### config.mk
export PLATFORM = sky130hd
export DESIGN_NAME = hill_cipher_2x2_mod26_unit_flat
export DESIGN_NICKNAME = d
export VERILOG_FILES = /design/src/sv/hcm_pkg.sv /design/src/sv/hcm_if.sv /design/src/sv/hcm_front.sv /design/src/sv/hcm_queue.sv /design/src/sv/hcm_back.sv /design/src/sv/hill_cipher_2x2_mod26_unit.sv /design/src/flat_wrapper.sv
export SDC_FILE = /design/constraint.sdc
export NUM_CORES = 2
export LEC_CHECK = 0
export BUFFER_PORTS_ARGS = -buffer_cell sky130_fd_sc_hd__buf_2
export CORE_AREA = 4 4 220 222
export DETAILED_ROUTE_END_ITERATION = 10
export DIE_AREA = 0 0 224 226
export PLACE_DENSITY = 0.95
export SLEW_MARGIN = 20
export SYNTH_ARGS = -nofsm -noshare
export SYNTH_HDL_FRONTEND = slang
export SYNTH_HIERARCHICAL = 1
export SYNTH_SLANG_ARGS = --single-unit
### constraint.sdc
create_clock -name clk_i -period 22.3 [get_ports clk_i]
set_clock_uncertainty 0.15 [all_clocks]
set_input_delay 1.115 -clock clk_i [delete_from_list [all_inputs] [get_ports clk_i]]
set_output_delay 1.115 -clock clk_i [all_outputs]
set_load 0.01 [all_outputs]
### src/sv/hcm_pkg.sv
package hcm_pkg;

  typedef logic [4:0]  letter_t;
  typedef logic [9:0]  prod_t;
  typedef logic [10:0] wide_t;
  typedef logic [1:0]  cfg_idx_t;

  localparam letter_t MODULUS    = 5'd26;
  localparam letter_t PAD_LETTER = 5'd23;

  // Register indexes on the configuration port
  localparam cfg_idx_t CFG_KEY_TOP_LEFT     = 2'd0;
  localparam cfg_idx_t CFG_KEY_TOP_RIGHT    = 2'd1;
  localparam cfg_idx_t CFG_KEY_BOTTOM_LEFT  = 2'd2;
  localparam cfg_idx_t CFG_KEY_BOTTOM_RIGHT = 2'd3;

  localparam letter_t KEY_TOP_LEFT_RST     = 5'd9;
  localparam letter_t KEY_TOP_RIGHT_RST    = 5'd4;
  localparam letter_t KEY_BOTTOM_LEFT_RST  = 5'd5;
  localparam letter_t KEY_BOTTOM_RIGHT_RST = 5'd7;

  typedef struct packed {
    letter_t tl;
    letter_t tr;
    letter_t bl;
    letter_t br;
  } key_t;

  typedef struct packed {
    logic    func;
    letter_t p0;
    letter_t p1;
    logic    last;
  } blk_t;

  // Fold a 5-bit value into 0..25
  function automatic letter_t red26(letter_t v);
    return (v >= MODULUS) ? letter_t'(v - MODULUS) : v;
  endfunction

  // x mod 26 for x below 2048: floor(x/26) = (x * 2521) >> 16 is exact here
  function automatic letter_t mod26(wide_t x);
    logic [22:0] prod;
    logic [6:0]  q;
    wide_t       r;
    prod = 23'(x) * 23'(12'd2521);
    q    = 7'(prod >> 16);
    r    = x - 11'(q) * 11'(MODULUS);
    return r[4:0];
  endfunction

  // Multiplicative inverse modulo 26, zero where none exists
  function automatic letter_t inv26(letter_t v);
    letter_t r;
    case (v)
      5'd1:    r = 5'd1;
      5'd3:    r = 5'd9;
      5'd5:    r = 5'd21;
      5'd7:    r = 5'd15;
      5'd9:    r = 5'd3;
      5'd11:   r = 5'd19;
      5'd15:   r = 5'd7;
      5'd17:   r = 5'd23;
      5'd19:   r = 5'd11;
      5'd21:   r = 5'd5;
      5'd23:   r = 5'd17;
      5'd25:   r = 5'd25;
      default: r = 5'd0;
    endcase
    return r;
  endfunction

endpackage

### src/sv/hcm_if.sv
interface hcm_in_if;
  logic                 valid;
  logic                 ready;
  logic                 func;
  hcm_pkg::letter_t     letter;
  logic                 final_letter;

  modport source (output valid, func, letter, final_letter, input ready);
  modport sink   (input valid, func, letter, final_letter, output ready);
endinterface

interface hcm_out_if;
  logic                 valid;
  logic                 ready;
  hcm_pkg::letter_t     out_letter;
  logic                 out_last;
  logic                 key_error;

  modport source (output valid, out_letter, out_last, key_error, input ready);
  modport sink   (input valid, out_letter, out_last, key_error, output ready);
endinterface

### src/sv/hcm_front.sv
module hcm_front (
  input  logic               clk_i,
  input  logic               rst_ni,
  hcm_in_if.sink             in_i,
  input  logic               full_i,
  output logic               push_o,
  output hcm_pkg::blk_t      blk_o
);

  logic             half_q, half_d;
  hcm_pkg::letter_t held_q, held_d;
  hcm_pkg::letter_t letter;
  logic             accept;

  assign in_i.ready = !full_i;
  assign accept     = in_i.valid && in_i.ready;
  assign letter     = hcm_pkg::red26(in_i.letter);

  always_comb begin
    half_d      = half_q;
    held_d      = held_q;
    push_o      = 1'b0;
    blk_o.func  = in_i.func;
    blk_o.last  = in_i.final_letter;
    blk_o.p0    = half_q ? held_q : letter;
    blk_o.p1    = half_q ? letter : hcm_pkg::PAD_LETTER;
    if (accept) begin
      if (!half_q && !in_i.final_letter) begin
        // open a block: hold the first letter
        half_d = 1'b1;
        held_d = letter;
      end else begin
        half_d = 1'b0;
        push_o = 1'b1;
      end
    end
  end

  always_ff @(posedge clk_i or negedge rst_ni) begin
    if (!rst_ni) begin
      half_q <= 1'b0;
    end else begin
      half_q <= half_d;
    end
  end

  always_ff @(posedge clk_i) begin
    held_q <= held_d;
  end

endmodule

### src/sv/hcm_queue.sv
module hcm_queue #(
  parameter int unsigned Depth = 2
) (
  input  logic          clk_i,
  input  logic          rst_ni,
  input  logic          push_i,
  input  hcm_pkg::blk_t blk_i,
  output logic          full_o,
  input  logic          pop_i,
  output logic          empty_o,
  output hcm_pkg::blk_t head_o
);

  localparam int unsigned PtrW = (Depth > 1) ? $clog2(Depth) : 1;
  localparam int unsigned CntW = $clog2(Depth + 1);

  hcm_pkg::blk_t   mem_q [Depth];
  logic [PtrW-1:0] wr_q, rd_q;
  logic [CntW-1:0] cnt_q;
  logic            do_push, do_pop;

  assign full_o  = (cnt_q == CntW'(Depth));
  assign empty_o = (cnt_q == '0);
  assign head_o  = mem_q[rd_q];
  assign do_push = push_i && !full_o;
  assign do_pop  = pop_i && !empty_o;

  always_ff @(posedge clk_i or negedge rst_ni) begin
    if (!rst_ni) begin
      wr_q  <= '0;
      rd_q  <= '0;
      cnt_q <= '0;
    end else begin
      if (do_push) begin
        wr_q <= (wr_q == PtrW'(Depth - 1)) ? '0 : wr_q + 1'b1;
      end
      if (do_pop) begin
        rd_q <= (rd_q == PtrW'(Depth - 1)) ? '0 : rd_q + 1'b1;
      end
      cnt_q <= cnt_q + CntW'(do_push) - CntW'(do_pop);
    end
  end

  always_ff @(posedge clk_i) begin
    if (do_push) begin
      mem_q[wr_q] <= blk_i;
    end
  end

  a_no_overflow: assert property (@(posedge clk_i) disable iff (!rst_ni)
    full_o && !do_pop |=> cnt_q == CntW'(Depth))
    else $error("queue count moved while full and not popped");

endmodule

### src/sv/hcm_back.sv
module hcm_back (
  input  logic          clk_i,
  input  logic          rst_ni,
  input  hcm_pkg::key_t key_i,
  input  logic          empty_i,
  input  hcm_pkg::blk_t head_i,
  output logic          pop_o,
  hcm_out_if.source     out_o
);

  logic                  adv;

  logic                  s1_v_q, s2_v_q, s3_v_q, s4_v_q, s5_v_q;
  hcm_pkg::blk_t         s1_blk_q, s2_blk_q, s3_blk_q, s4_blk_q;
  hcm_pkg::prod_t        s1_ad_q, s1_bc_q;
  hcm_pkg::letter_t      s2_inv_q;
  hcm_pkg::prod_t        s3_m00_q, s3_m01_q, s3_m10_q, s3_m11_q;
  logic                  s3_err_q, s4_err_q, s5_err_q;
  hcm_pkg::letter_t      s4_m00_q, s4_m01_q, s4_m10_q, s4_m11_q;
  hcm_pkg::prod_t        s5_x00_q, s5_x01_q, s5_x10_q, s5_x11_q;
  logic                  s5_last_q;

  logic                  out_v_q, out_idx_q, out_last_q, out_err_q;
  hcm_pkg::letter_t      out_r0_q, out_r1_q;

  hcm_pkg::letter_t      neg_b, neg_c, det;

  // The output register holds a block for two transactions; advance the
  // whole pipe when it is empty or its second letter is taken.
  assign adv   = !out_v_q || (out_idx_q && out_o.ready);
  assign pop_o = adv && !empty_i;

  assign neg_b = (key_i.tr == '0) ? '0 : hcm_pkg::letter_t'(hcm_pkg::MODULUS - key_i.tr);
  assign neg_c = (key_i.bl == '0) ? '0 : hcm_pkg::letter_t'(hcm_pkg::MODULUS - key_i.bl);
  assign det   = hcm_pkg::mod26(hcm_pkg::wide_t'(s1_ad_q) + 11'd676
                                - hcm_pkg::wide_t'(s1_bc_q));

  always_ff @(posedge clk_i or negedge rst_ni) begin
    if (!rst_ni) begin
      s1_v_q    <= 1'b0;
      s2_v_q    <= 1'b0;
      s3_v_q    <= 1'b0;
      s4_v_q    <= 1'b0;
      s5_v_q    <= 1'b0;
      out_v_q   <= 1'b0;
      out_idx_q <= 1'b0;
    end else if (adv) begin
      s1_v_q    <= !empty_i;
      s2_v_q    <= s1_v_q;
      s3_v_q    <= s2_v_q;
      s4_v_q    <= s3_v_q;
      s5_v_q    <= s4_v_q;
      out_v_q   <= s5_v_q;
      out_idx_q <= 1'b0;
    end else if (out_v_q && out_o.ready) begin
      out_idx_q <= 1'b1;
    end
  end

  always_ff @(posedge clk_i) begin
    if (adv) begin
      // determinant products
      s1_blk_q <= head_i;
      s1_ad_q  <= hcm_pkg::prod_t'(key_i.tl) * hcm_pkg::prod_t'(key_i.br);
      s1_bc_q  <= hcm_pkg::prod_t'(key_i.tr) * hcm_pkg::prod_t'(key_i.bl);
      // determinant inverse
      s2_blk_q <= s1_blk_q;
      s2_inv_q <= hcm_pkg::inv26(det);
      // matrix entries before reduction
      s3_blk_q <= s2_blk_q;
      s3_err_q <= s2_blk_q.func && (s2_inv_q == '0);
      if (s2_blk_q.func) begin
        s3_m00_q <= hcm_pkg::prod_t'(key_i.br) * hcm_pkg::prod_t'(s2_inv_q);
        s3_m01_q <= hcm_pkg::prod_t'(neg_b) * hcm_pkg::prod_t'(s2_inv_q);
        s3_m10_q <= hcm_pkg::prod_t'(neg_c) * hcm_pkg::prod_t'(s2_inv_q);
        s3_m11_q <= hcm_pkg::prod_t'(key_i.tl) * hcm_pkg::prod_t'(s2_inv_q);
      end else begin
        s3_m00_q <= hcm_pkg::prod_t'(key_i.tl);
        s3_m01_q <= hcm_pkg::prod_t'(key_i.tr);
        s3_m10_q <= hcm_pkg::prod_t'(key_i.bl);
        s3_m11_q <= hcm_pkg::prod_t'(key_i.br);
      end
      // reduce matrix
      s4_blk_q <= s3_blk_q;
      s4_err_q <= s3_err_q;
      s4_m00_q <= hcm_pkg::mod26(hcm_pkg::wide_t'(s3_m00_q));
      s4_m01_q <= hcm_pkg::mod26(hcm_pkg::wide_t'(s3_m01_q));
      s4_m10_q <= hcm_pkg::mod26(hcm_pkg::wide_t'(s3_m10_q));
      s4_m11_q <= hcm_pkg::mod26(hcm_pkg::wide_t'(s3_m11_q));
      // block products
      s5_err_q  <= s4_err_q;
      s5_last_q <= s4_blk_q.last;
      s5_x00_q  <= hcm_pkg::prod_t'(s4_m00_q) * hcm_pkg::prod_t'(s4_blk_q.p0);
      s5_x01_q  <= hcm_pkg::prod_t'(s4_m01_q) * hcm_pkg::prod_t'(s4_blk_q.p1);
      s5_x10_q  <= hcm_pkg::prod_t'(s4_m10_q) * hcm_pkg::prod_t'(s4_blk_q.p0);
      s5_x11_q  <= hcm_pkg::prod_t'(s4_m11_q) * hcm_pkg::prod_t'(s4_blk_q.p1);
      // sums and final reduction
      out_err_q  <= s5_err_q;
      out_last_q <= s5_last_q;
      out_r0_q   <= s5_err_q ? '0 : hcm_pkg::mod26(hcm_pkg::wide_t'(s5_x00_q)
                                                   + hcm_pkg::wide_t'(s5_x01_q));
      out_r1_q   <= s5_err_q ? '0 : hcm_pkg::mod26(hcm_pkg::wide_t'(s5_x10_q)
                                                   + hcm_pkg::wide_t'(s5_x11_q));
    end
  end

  assign out_o.valid      = out_v_q;
  assign out_o.out_letter = out_idx_q ? out_r1_q : out_r0_q;
  assign out_o.out_last   = out_idx_q && out_last_q;
  assign out_o.key_error  = out_err_q;

  a_second_follows: assert property (@(posedge clk_i) disable iff (!rst_ni)
    out_v_q && !out_idx_q && out_o.ready |=> out_v_q && out_idx_q)
    else $error("second letter of a block did not follow the first");

  a_letter_range: assert property (@(posedge clk_i) disable iff (!rst_ni)
    out_v_q |-> out_o.out_letter < hcm_pkg::MODULUS)
    else $error("result letter out of range");

  a_err_zero: assert property (@(posedge clk_i) disable iff (!rst_ni)
    out_v_q && out_err_q |-> out_o.out_letter == '0)
    else $error("singular key result not zero");

  a_last_second: assert property (@(posedge clk_i) disable iff (!rst_ni)
    out_v_q && !out_idx_q |-> !out_o.out_last)
    else $error("last mark on first letter of a block");

endmodule

### src/sv/hill_cipher_2x2_mod26_unit.sv
// 2x2 Hill cipher over the alphabet A..Z (indices 0..25).
//
// in_i carries one letter per transaction with func (0 encrypt with the key,
// 1 decrypt with its inverse mod 26) and final_letter. Letters pair into
// blocks; the func of the completing letter selects the operation. A message
// of odd length is padded with X. Each block gives two transactions on out_o;
// the second carries out_last when the block ends the message. A decrypt key
// whose determinant has no inverse mod 26 returns 0 letters with key_error.
//
// Throughput: one letter per cycle in while the queue is not full and one
// result per cycle out while out_o is ready, on even messages; the output
// register holds a block for two transactions. From the transaction that
// completes a block, its first result transaction passes through the queue
// and six back-end stages: determinant, inverse, matrix, reduction, products,
// sums. The key registers are written through cfg_we_i/cfg_index_i/cfg_data_i
// by the user only while no block is in flight; the unit does not enforce it.
// Reset clears the held half block, the queue and the back-end pipe, and
// loads the key 9 4 / 5 7. When out_o stalls the back end holds; the queue
// absorbs blocks until full, then in_i drops ready.
module hill_cipher_2x2_mod26_unit #(
  parameter int unsigned QueueDepth = 2
) (
  input  logic                clk_i,
  input  logic                rst_ni,
  hcm_in_if.sink              in_i,
  hcm_out_if.source           out_o,
  input  logic                cfg_we_i,
  input  hcm_pkg::cfg_idx_t   cfg_index_i,
  input  hcm_pkg::letter_t    cfg_data_i
);

  hcm_pkg::key_t    key_q;
  hcm_pkg::letter_t cfg_val;
  logic             push, full, pop, empty;
  hcm_pkg::blk_t    blk, head;

  // Store key entries already folded into 0..25
  assign cfg_val = hcm_pkg::red26(cfg_data_i);

  always_ff @(posedge clk_i or negedge rst_ni) begin
    if (!rst_ni) begin
      key_q.tl <= hcm_pkg::KEY_TOP_LEFT_RST;
      key_q.tr <= hcm_pkg::KEY_TOP_RIGHT_RST;
      key_q.bl <= hcm_pkg::KEY_BOTTOM_LEFT_RST;
      key_q.br <= hcm_pkg::KEY_BOTTOM_RIGHT_RST;
    end else if (cfg_we_i) begin
      unique case (cfg_index_i)
        hcm_pkg::CFG_KEY_TOP_LEFT:     key_q.tl <= cfg_val;
        hcm_pkg::CFG_KEY_TOP_RIGHT:    key_q.tr <= cfg_val;
        hcm_pkg::CFG_KEY_BOTTOM_LEFT:  key_q.bl <= cfg_val;
        hcm_pkg::CFG_KEY_BOTTOM_RIGHT: key_q.br <= cfg_val;
        default: ;
      endcase
    end
  end

  // Front: pair letters, pad odd endings
  hcm_front u_front (
    .clk_i  (clk_i),
    .rst_ni (rst_ni),
    .in_i   (in_i),
    .full_i (full),
    .push_o (push),
    .blk_o  (blk)
  );

  // Queue of complete blocks between front and back
  hcm_queue #(
    .Depth (QueueDepth)
  ) u_queue (
    .clk_i   (clk_i),
    .rst_ni  (rst_ni),
    .push_i  (push),
    .blk_i   (blk),
    .full_o  (full),
    .pop_i   (pop),
    .empty_o (empty),
    .head_o  (head)
  );

  // Back: key inversion and block multiply, two results per block
  hcm_back u_back (
    .clk_i   (clk_i),
    .rst_ni  (rst_ni),
    .key_i   (key_q),
    .empty_i (empty),
    .head_i  (head),
    .pop_o   (pop),
    .out_o   (out_o)
  );

endmodule

### src/flat_wrapper.sv
// flat-port wrapper written by rule: the top's interface ports become plain ports
module hill_cipher_2x2_mod26_unit_flat 
#(
  parameter int unsigned QueueDepth = 2
)
  (clk_i, rst_ni, cfg_we_i, cfg_index_i, cfg_data_i, in_i_valid, in_i_func, in_i_letter, in_i_final_letter, in_i_ready, out_o_valid, out_o_out_letter, out_o_out_last, out_o_key_error, out_o_ready);
  hcm_in_if in_i_i ();
  hcm_out_if out_o_i ();
  input  logic clk_i;
  input  logic rst_ni;
  input  logic cfg_we_i;
  input  hcm_pkg::cfg_idx_t cfg_index_i;
  input  hcm_pkg::letter_t cfg_data_i;
  input wire logic [$bits(in_i_i.valid)-1:0] in_i_valid;
  input wire logic [$bits(in_i_i.func)-1:0] in_i_func;
  input wire logic [$bits(in_i_i.letter)-1:0] in_i_letter;
  input wire logic [$bits(in_i_i.final_letter)-1:0] in_i_final_letter;
  output wire logic [$bits(in_i_i.ready)-1:0] in_i_ready;
  output wire logic [$bits(out_o_i.valid)-1:0] out_o_valid;
  output wire logic [$bits(out_o_i.out_letter)-1:0] out_o_out_letter;
  output wire logic [$bits(out_o_i.out_last)-1:0] out_o_out_last;
  output wire logic [$bits(out_o_i.key_error)-1:0] out_o_key_error;
  input wire logic [$bits(out_o_i.ready)-1:0] out_o_ready;
  assign in_i_i.valid = in_i_valid;
  assign in_i_i.func = in_i_func;
  assign in_i_i.letter = in_i_letter;
  assign in_i_i.final_letter = in_i_final_letter;
  assign in_i_ready = in_i_i.ready;
  assign out_o_valid = out_o_i.valid;
  assign out_o_out_letter = out_o_i.out_letter;
  assign out_o_out_last = out_o_i.out_last;
  assign out_o_key_error = out_o_i.key_error;
  assign out_o_i.ready = out_o_ready;
  hill_cipher_2x2_mod26_unit #(.QueueDepth(QueueDepth)) u_core (.clk_i(clk_i), .rst_ni(rst_ni), .in_i(in_i_i), .out_o(out_o_i), .cfg_we_i(cfg_we_i), .cfg_index_i(cfg_index_i), .cfg_data_i(cfg_data_i));
endmodule
==> results list <==
- Number of antenna violations at the first check in global routing: 0
- Of all flip-flops after synthesis, the portion carrying an async set or reset was 12.9%.
- Clock-pin transition on the worst setup and hold timing paths: 0.06 ns
- Kind of launch point of the worst setup path: register
* Maximum number of pins on one net before global-route repair: 107
* Class of the tightest hold or removal check: reg2reg
* Share of post-route cells with drive strength above 1: 4.95%
* Last element of the critical path: u_core/u_back/out_r1_q[4]
- Setup violations remaining at the end of the flow were counted as 0.
* Total via count after detailed routing: 22100
* First-pass GRT wire length: 118000 um
* Count of hold buffers inserted by post-cts repair: 0
- The total overflow left after global routing is 0.
- STA classifies the critical path endpoint as a register.
* Die Wd: 224 um
- Global placer's final weighted congestion: 0.924
- Number of max-cap violations: 0
- Category of cells accounting for the largest share of critical-path delay: adder cells
- Peak clock frequency supported by timing: 103 MHz
- First-pass DRT Iterations: 5
- CP Class: reg2reg
* Root buf cell: sky130_fd_sc_hd__clkbuf_16
* Outcome: completed
* # Post-CTS Setup Buffers: 0
- Number of endpoints with negative hold slack in the final report: 0
* Setup Total Neg Slack: 0 ns
- The worst path uses 43.5% of the clock period.
- For this run, design rule violations remaining after detail routing come to 0.
- The largest single stage delay on the critical path is 0.56 ns.
- The floorplan step defined a die boundary enclosing 0.0506 mm2.
- The detail route stage leaves a number of antenna-violating nets equal to 0.
* Number of I/O port buffers: 27
* Post-synthesis instance area: 0.0321 mm2
- Synthesis produced a netlist with a net count of 4059.
- Setup repair after global routing left no endpoint under its margin.
- Aggregate global-route resource usage: 28.5%
- The largest individual stage delay along the critical path comes from the cell sky130_fd_sc_hd__fa_1.
- Summing the areas of all compound-gate instances in the mapped netlist gives 6.77% of the synthesized area.
* Number of enable flip-flop cells after synthesis: 216
- Synth Instances: 3040
* RR Endpoint: u_core/u_back/out_r1_q[4]
- Summed over all layers, the routed wires come to 70900 um.
- The synthesized netlist devotes 46.7% of its cell area to adder and majority cells.
* Core Footprint: 0.0464 mm2
- Synth-to-Final Area Change: 5.11%
* Crit path from: u_core/u_back/s5_x10_q[2]
- Initial Utilization: 69.3%
- STA puts the critical path data arrival time at 9.87 ns.
- Vert. Die Dim: 226 um
- The most numerous cell type found on the critical path is sky130_fd_sc_hd__ha_1.
* Number of fill cells: 2806
- CP Buf/Inv Count: 4
* Post-layout min period: 9.71 ns
- Normalized max-slew margin: 28.9%
- Minimum setup slack among reg-to-reg paths: 12.59 ns
- Wire length per cell after detailed routing: 19.3 um
* Origin of the worst min-delay path: u_core/u_back/s1_blk_q[8]
* Basic-gate share of the synthesized area counting and, or, nand and nor cells: 8.97%
- Inserted Diodes: 0
* Boundary Pins: 28
- CTS Sinks: 248
* Number of cells on the worst reg-to-reg path: 34
- Counting buffers and inverters, the worst setup path is 34 cells deep.
- Inserted Clock Buffers: 27
- For the pin with the worst max-slew slack, the measured transition is 1.06 ns.
- Once detailed placement completed, the half-perimeter wirelength came to 53800 um.
- Count of nets after finishing: 4073
* Drt first-iter violations: 1584
- The synthesized design contains 248 register bits.
- The startpoint identified for the worst register-to-register timing path is u_core/u_back/s5_x10_q[2].
* Synthesized area per cell: 10.6 um2
* Critical Path Fanout Max: 6
- Deepest clock path buffer count: 3
- Min Hold Slack: 0.268 ns
* Slew Viols, Final: 0
- By area, the combinational part of the netlist is dominated by adder cells.
* Clk_lat worst skew: 0.57 ns
- After synthesis, the netlist uses 86 different library cells.
- Vias per Instance: 6.00
- Summing the sequential cell areas from Yosys gives 22.7% of the chip area.
- Post-Synth XOR/XNOR Area: 4.97%
- After synthesis, the share of cell area in mux cells is 1.68%.
- Endpoint required time on the critical path: 22.46 ns
- Vias in the first global route: 24700
* Cell Rows: 79
* CTS tree: done
- Among all flip-flop cells after synthesis, the most frequent one is sky130_fd_sc_hd__edfxtp_1.
- In this run the number of H-tree levels came out at 1.
- CTS-repair resized insts: 0
* Number of warnings reported in the yosys synthesis log: 6
==> cell usage after synthesis, types with 16 or more instances <==
master                     number  share of area (%)
sky130_fd_sc_hd__a21o_1        39               0.91
sky130_fd_sc_hd__a21oi_1      103                1.6
sky130_fd_sc_hd__a31oi_1       16               0.31
sky130_fd_sc_hd__and2_1       160                3.1
sky130_fd_sc_hd__clkbuf_1      40               0.47
sky130_fd_sc_hd__dfrtp_1       24                1.9
sky130_fd_sc_hd__edfxtp_1     216                 20
sky130_fd_sc_hd__fa_1         331                 21
sky130_fd_sc_hd__ha_1         669                 26
sky130_fd_sc_hd__inv_1        644                7.5
sky130_fd_sc_hd__mux2_2        27               0.95
sky130_fd_sc_hd__nand2_1      156                1.8
sky130_fd_sc_hd__nand2b_1      18               0.35
sky130_fd_sc_hd__nand3_1       19               0.30
sky130_fd_sc_hd__nor2_1        98                1.1
sky130_fd_sc_hd__nor3_1        24               0.37
sky130_fd_sc_hd__o21ai_0       39               0.61
sky130_fd_sc_hd__o21bai_1      34               0.79
sky130_fd_sc_hd__xnor2_1      134                3.7
sky130_fd_sc_hd__xor2_1        27               0.74
==> through the flow <==
stage | std cells | util, % | area [um2] | setup slack [ns]
floorplan | 3040 | - | 32100 | 13.44
global placement | 3632 | 70.8 | 32800 | 13.02
detailed placement | 3632 | 70.8 | 32800 | 12.72
CTS | 3680 | 72.8 | 33700 | 12.68
global route | 3680 | 72.8 | 33700 | 12.08
finish | 3680 | 72.8 | 33700 | 12.59
==> layout make-up <==
class                   instances  area [um2]  area share, %
repair buffers                 32         173          0.512
well taps                     607         759           2.25
flip-flops and latches        248        7300           21.6
multi-input cells            2101       22200           65.8
clock inverters                13         104          0.308
inverters                     644        2420           7.18
clock buffers                  35         801           2.37
==> worst min-delay path by stage <==
stage                                       endpoint  slack, ns  depth (start not counted)
final                      u_core/u_back/s2_blk_q[8]       0.27                          0
after global routing      u_core/u_back/s3_blk_q[10]       0.26                          0
after CTS                 u_core/u_back/s3_blk_q[10]       0.26                          0
after detailed placement   u_core/u_back/s4_blk_q[7]       0.26                          0
after global placement     u_core/u_back/s4_blk_q[4]       0.25                          0
after floorplan             u_core/u_back/out_last_q       0.25                          0
==> metal layers <==
metal	GRT usage, %	wire length [um]
met3	3.60	3600
met4	13.3	3780
met5	0	0
met1	33.2	27100
met2	52.4	36500
==> logic make-up (layout without fill, tap and decap cells) <==
kind of cell             after synthesis  after routing
AO/OA/AOI/OAI                        326            326
AND/OR/NAND/NOR                      560            560
adder cells (fa/ha/maj)             1000           1000
multiplexers                          46             46
flip-flops                           248            248
XOR/XNOR                             169            169
buffers and inverters                691            724
==> state kept, by name (all words and copies together), names as in the netlist, 10 cells and up <==
name                    cells
u_core/u_queue/mem_q       24
u_core/key_q               20
u_core/u_back/s1_blk_q     12
u_core/u_back/s2_blk_q     12
u_core/u_back/s3_blk_q     11
u_core/u_back/s4_blk_q     11
u_core/u_back/s1_ad_q      10
u_core/u_back/s1_bc_q      10
u_core/u_back/s3_m00_q     10
u_core/u_back/s3_m01_q     10
u_core/u_back/s3_m10_q     10
u_core/u_back/s3_m11_q     10
u_core/u_back/s5_x00_q     10
u_core/u_back/s5_x01_q     10
u_core/u_back/s5_x10_q     10
u_core/u_back/s5_x11_q     10
==> layout by cell type, fill, tap and decap left out, types with 24 or more instances in the layout <==
cell                        Yosys  routed
sky130_fd_sc_hd__a21o_1        39      39
sky130_fd_sc_hd__a21oi_1      103     103
sky130_fd_sc_hd__and2_1       160     160
sky130_fd_sc_hd__buf_2          0      27
sky130_fd_sc_hd__clkbuf_16      0      30
sky130_fd_sc_hd__dfrtp_1       24      24
sky130_fd_sc_hd__edfxtp_1     216     216
sky130_fd_sc_hd__fa_1         331     331
sky130_fd_sc_hd__ha_1         669     669
sky130_fd_sc_hd__inv_1        644     643
sky130_fd_sc_hd__mux2_2        27      27
sky130_fd_sc_hd__nand2_1      156     156
sky130_fd_sc_hd__nor2_1        98      98
sky130_fd_sc_hd__nor3_1        24      24
sky130_fd_sc_hd__o21ai_0       39      39
sky130_fd_sc_hd__o21bai_1      34      34
sky130_fd_sc_hd__xnor2_1      134     134
sky130_fd_sc_hd__xor2_1        27      27
Power is left out: the tool's default activity adds up to more than one toggle a clock period on the data nets, which glitch-free logic cannot reach.
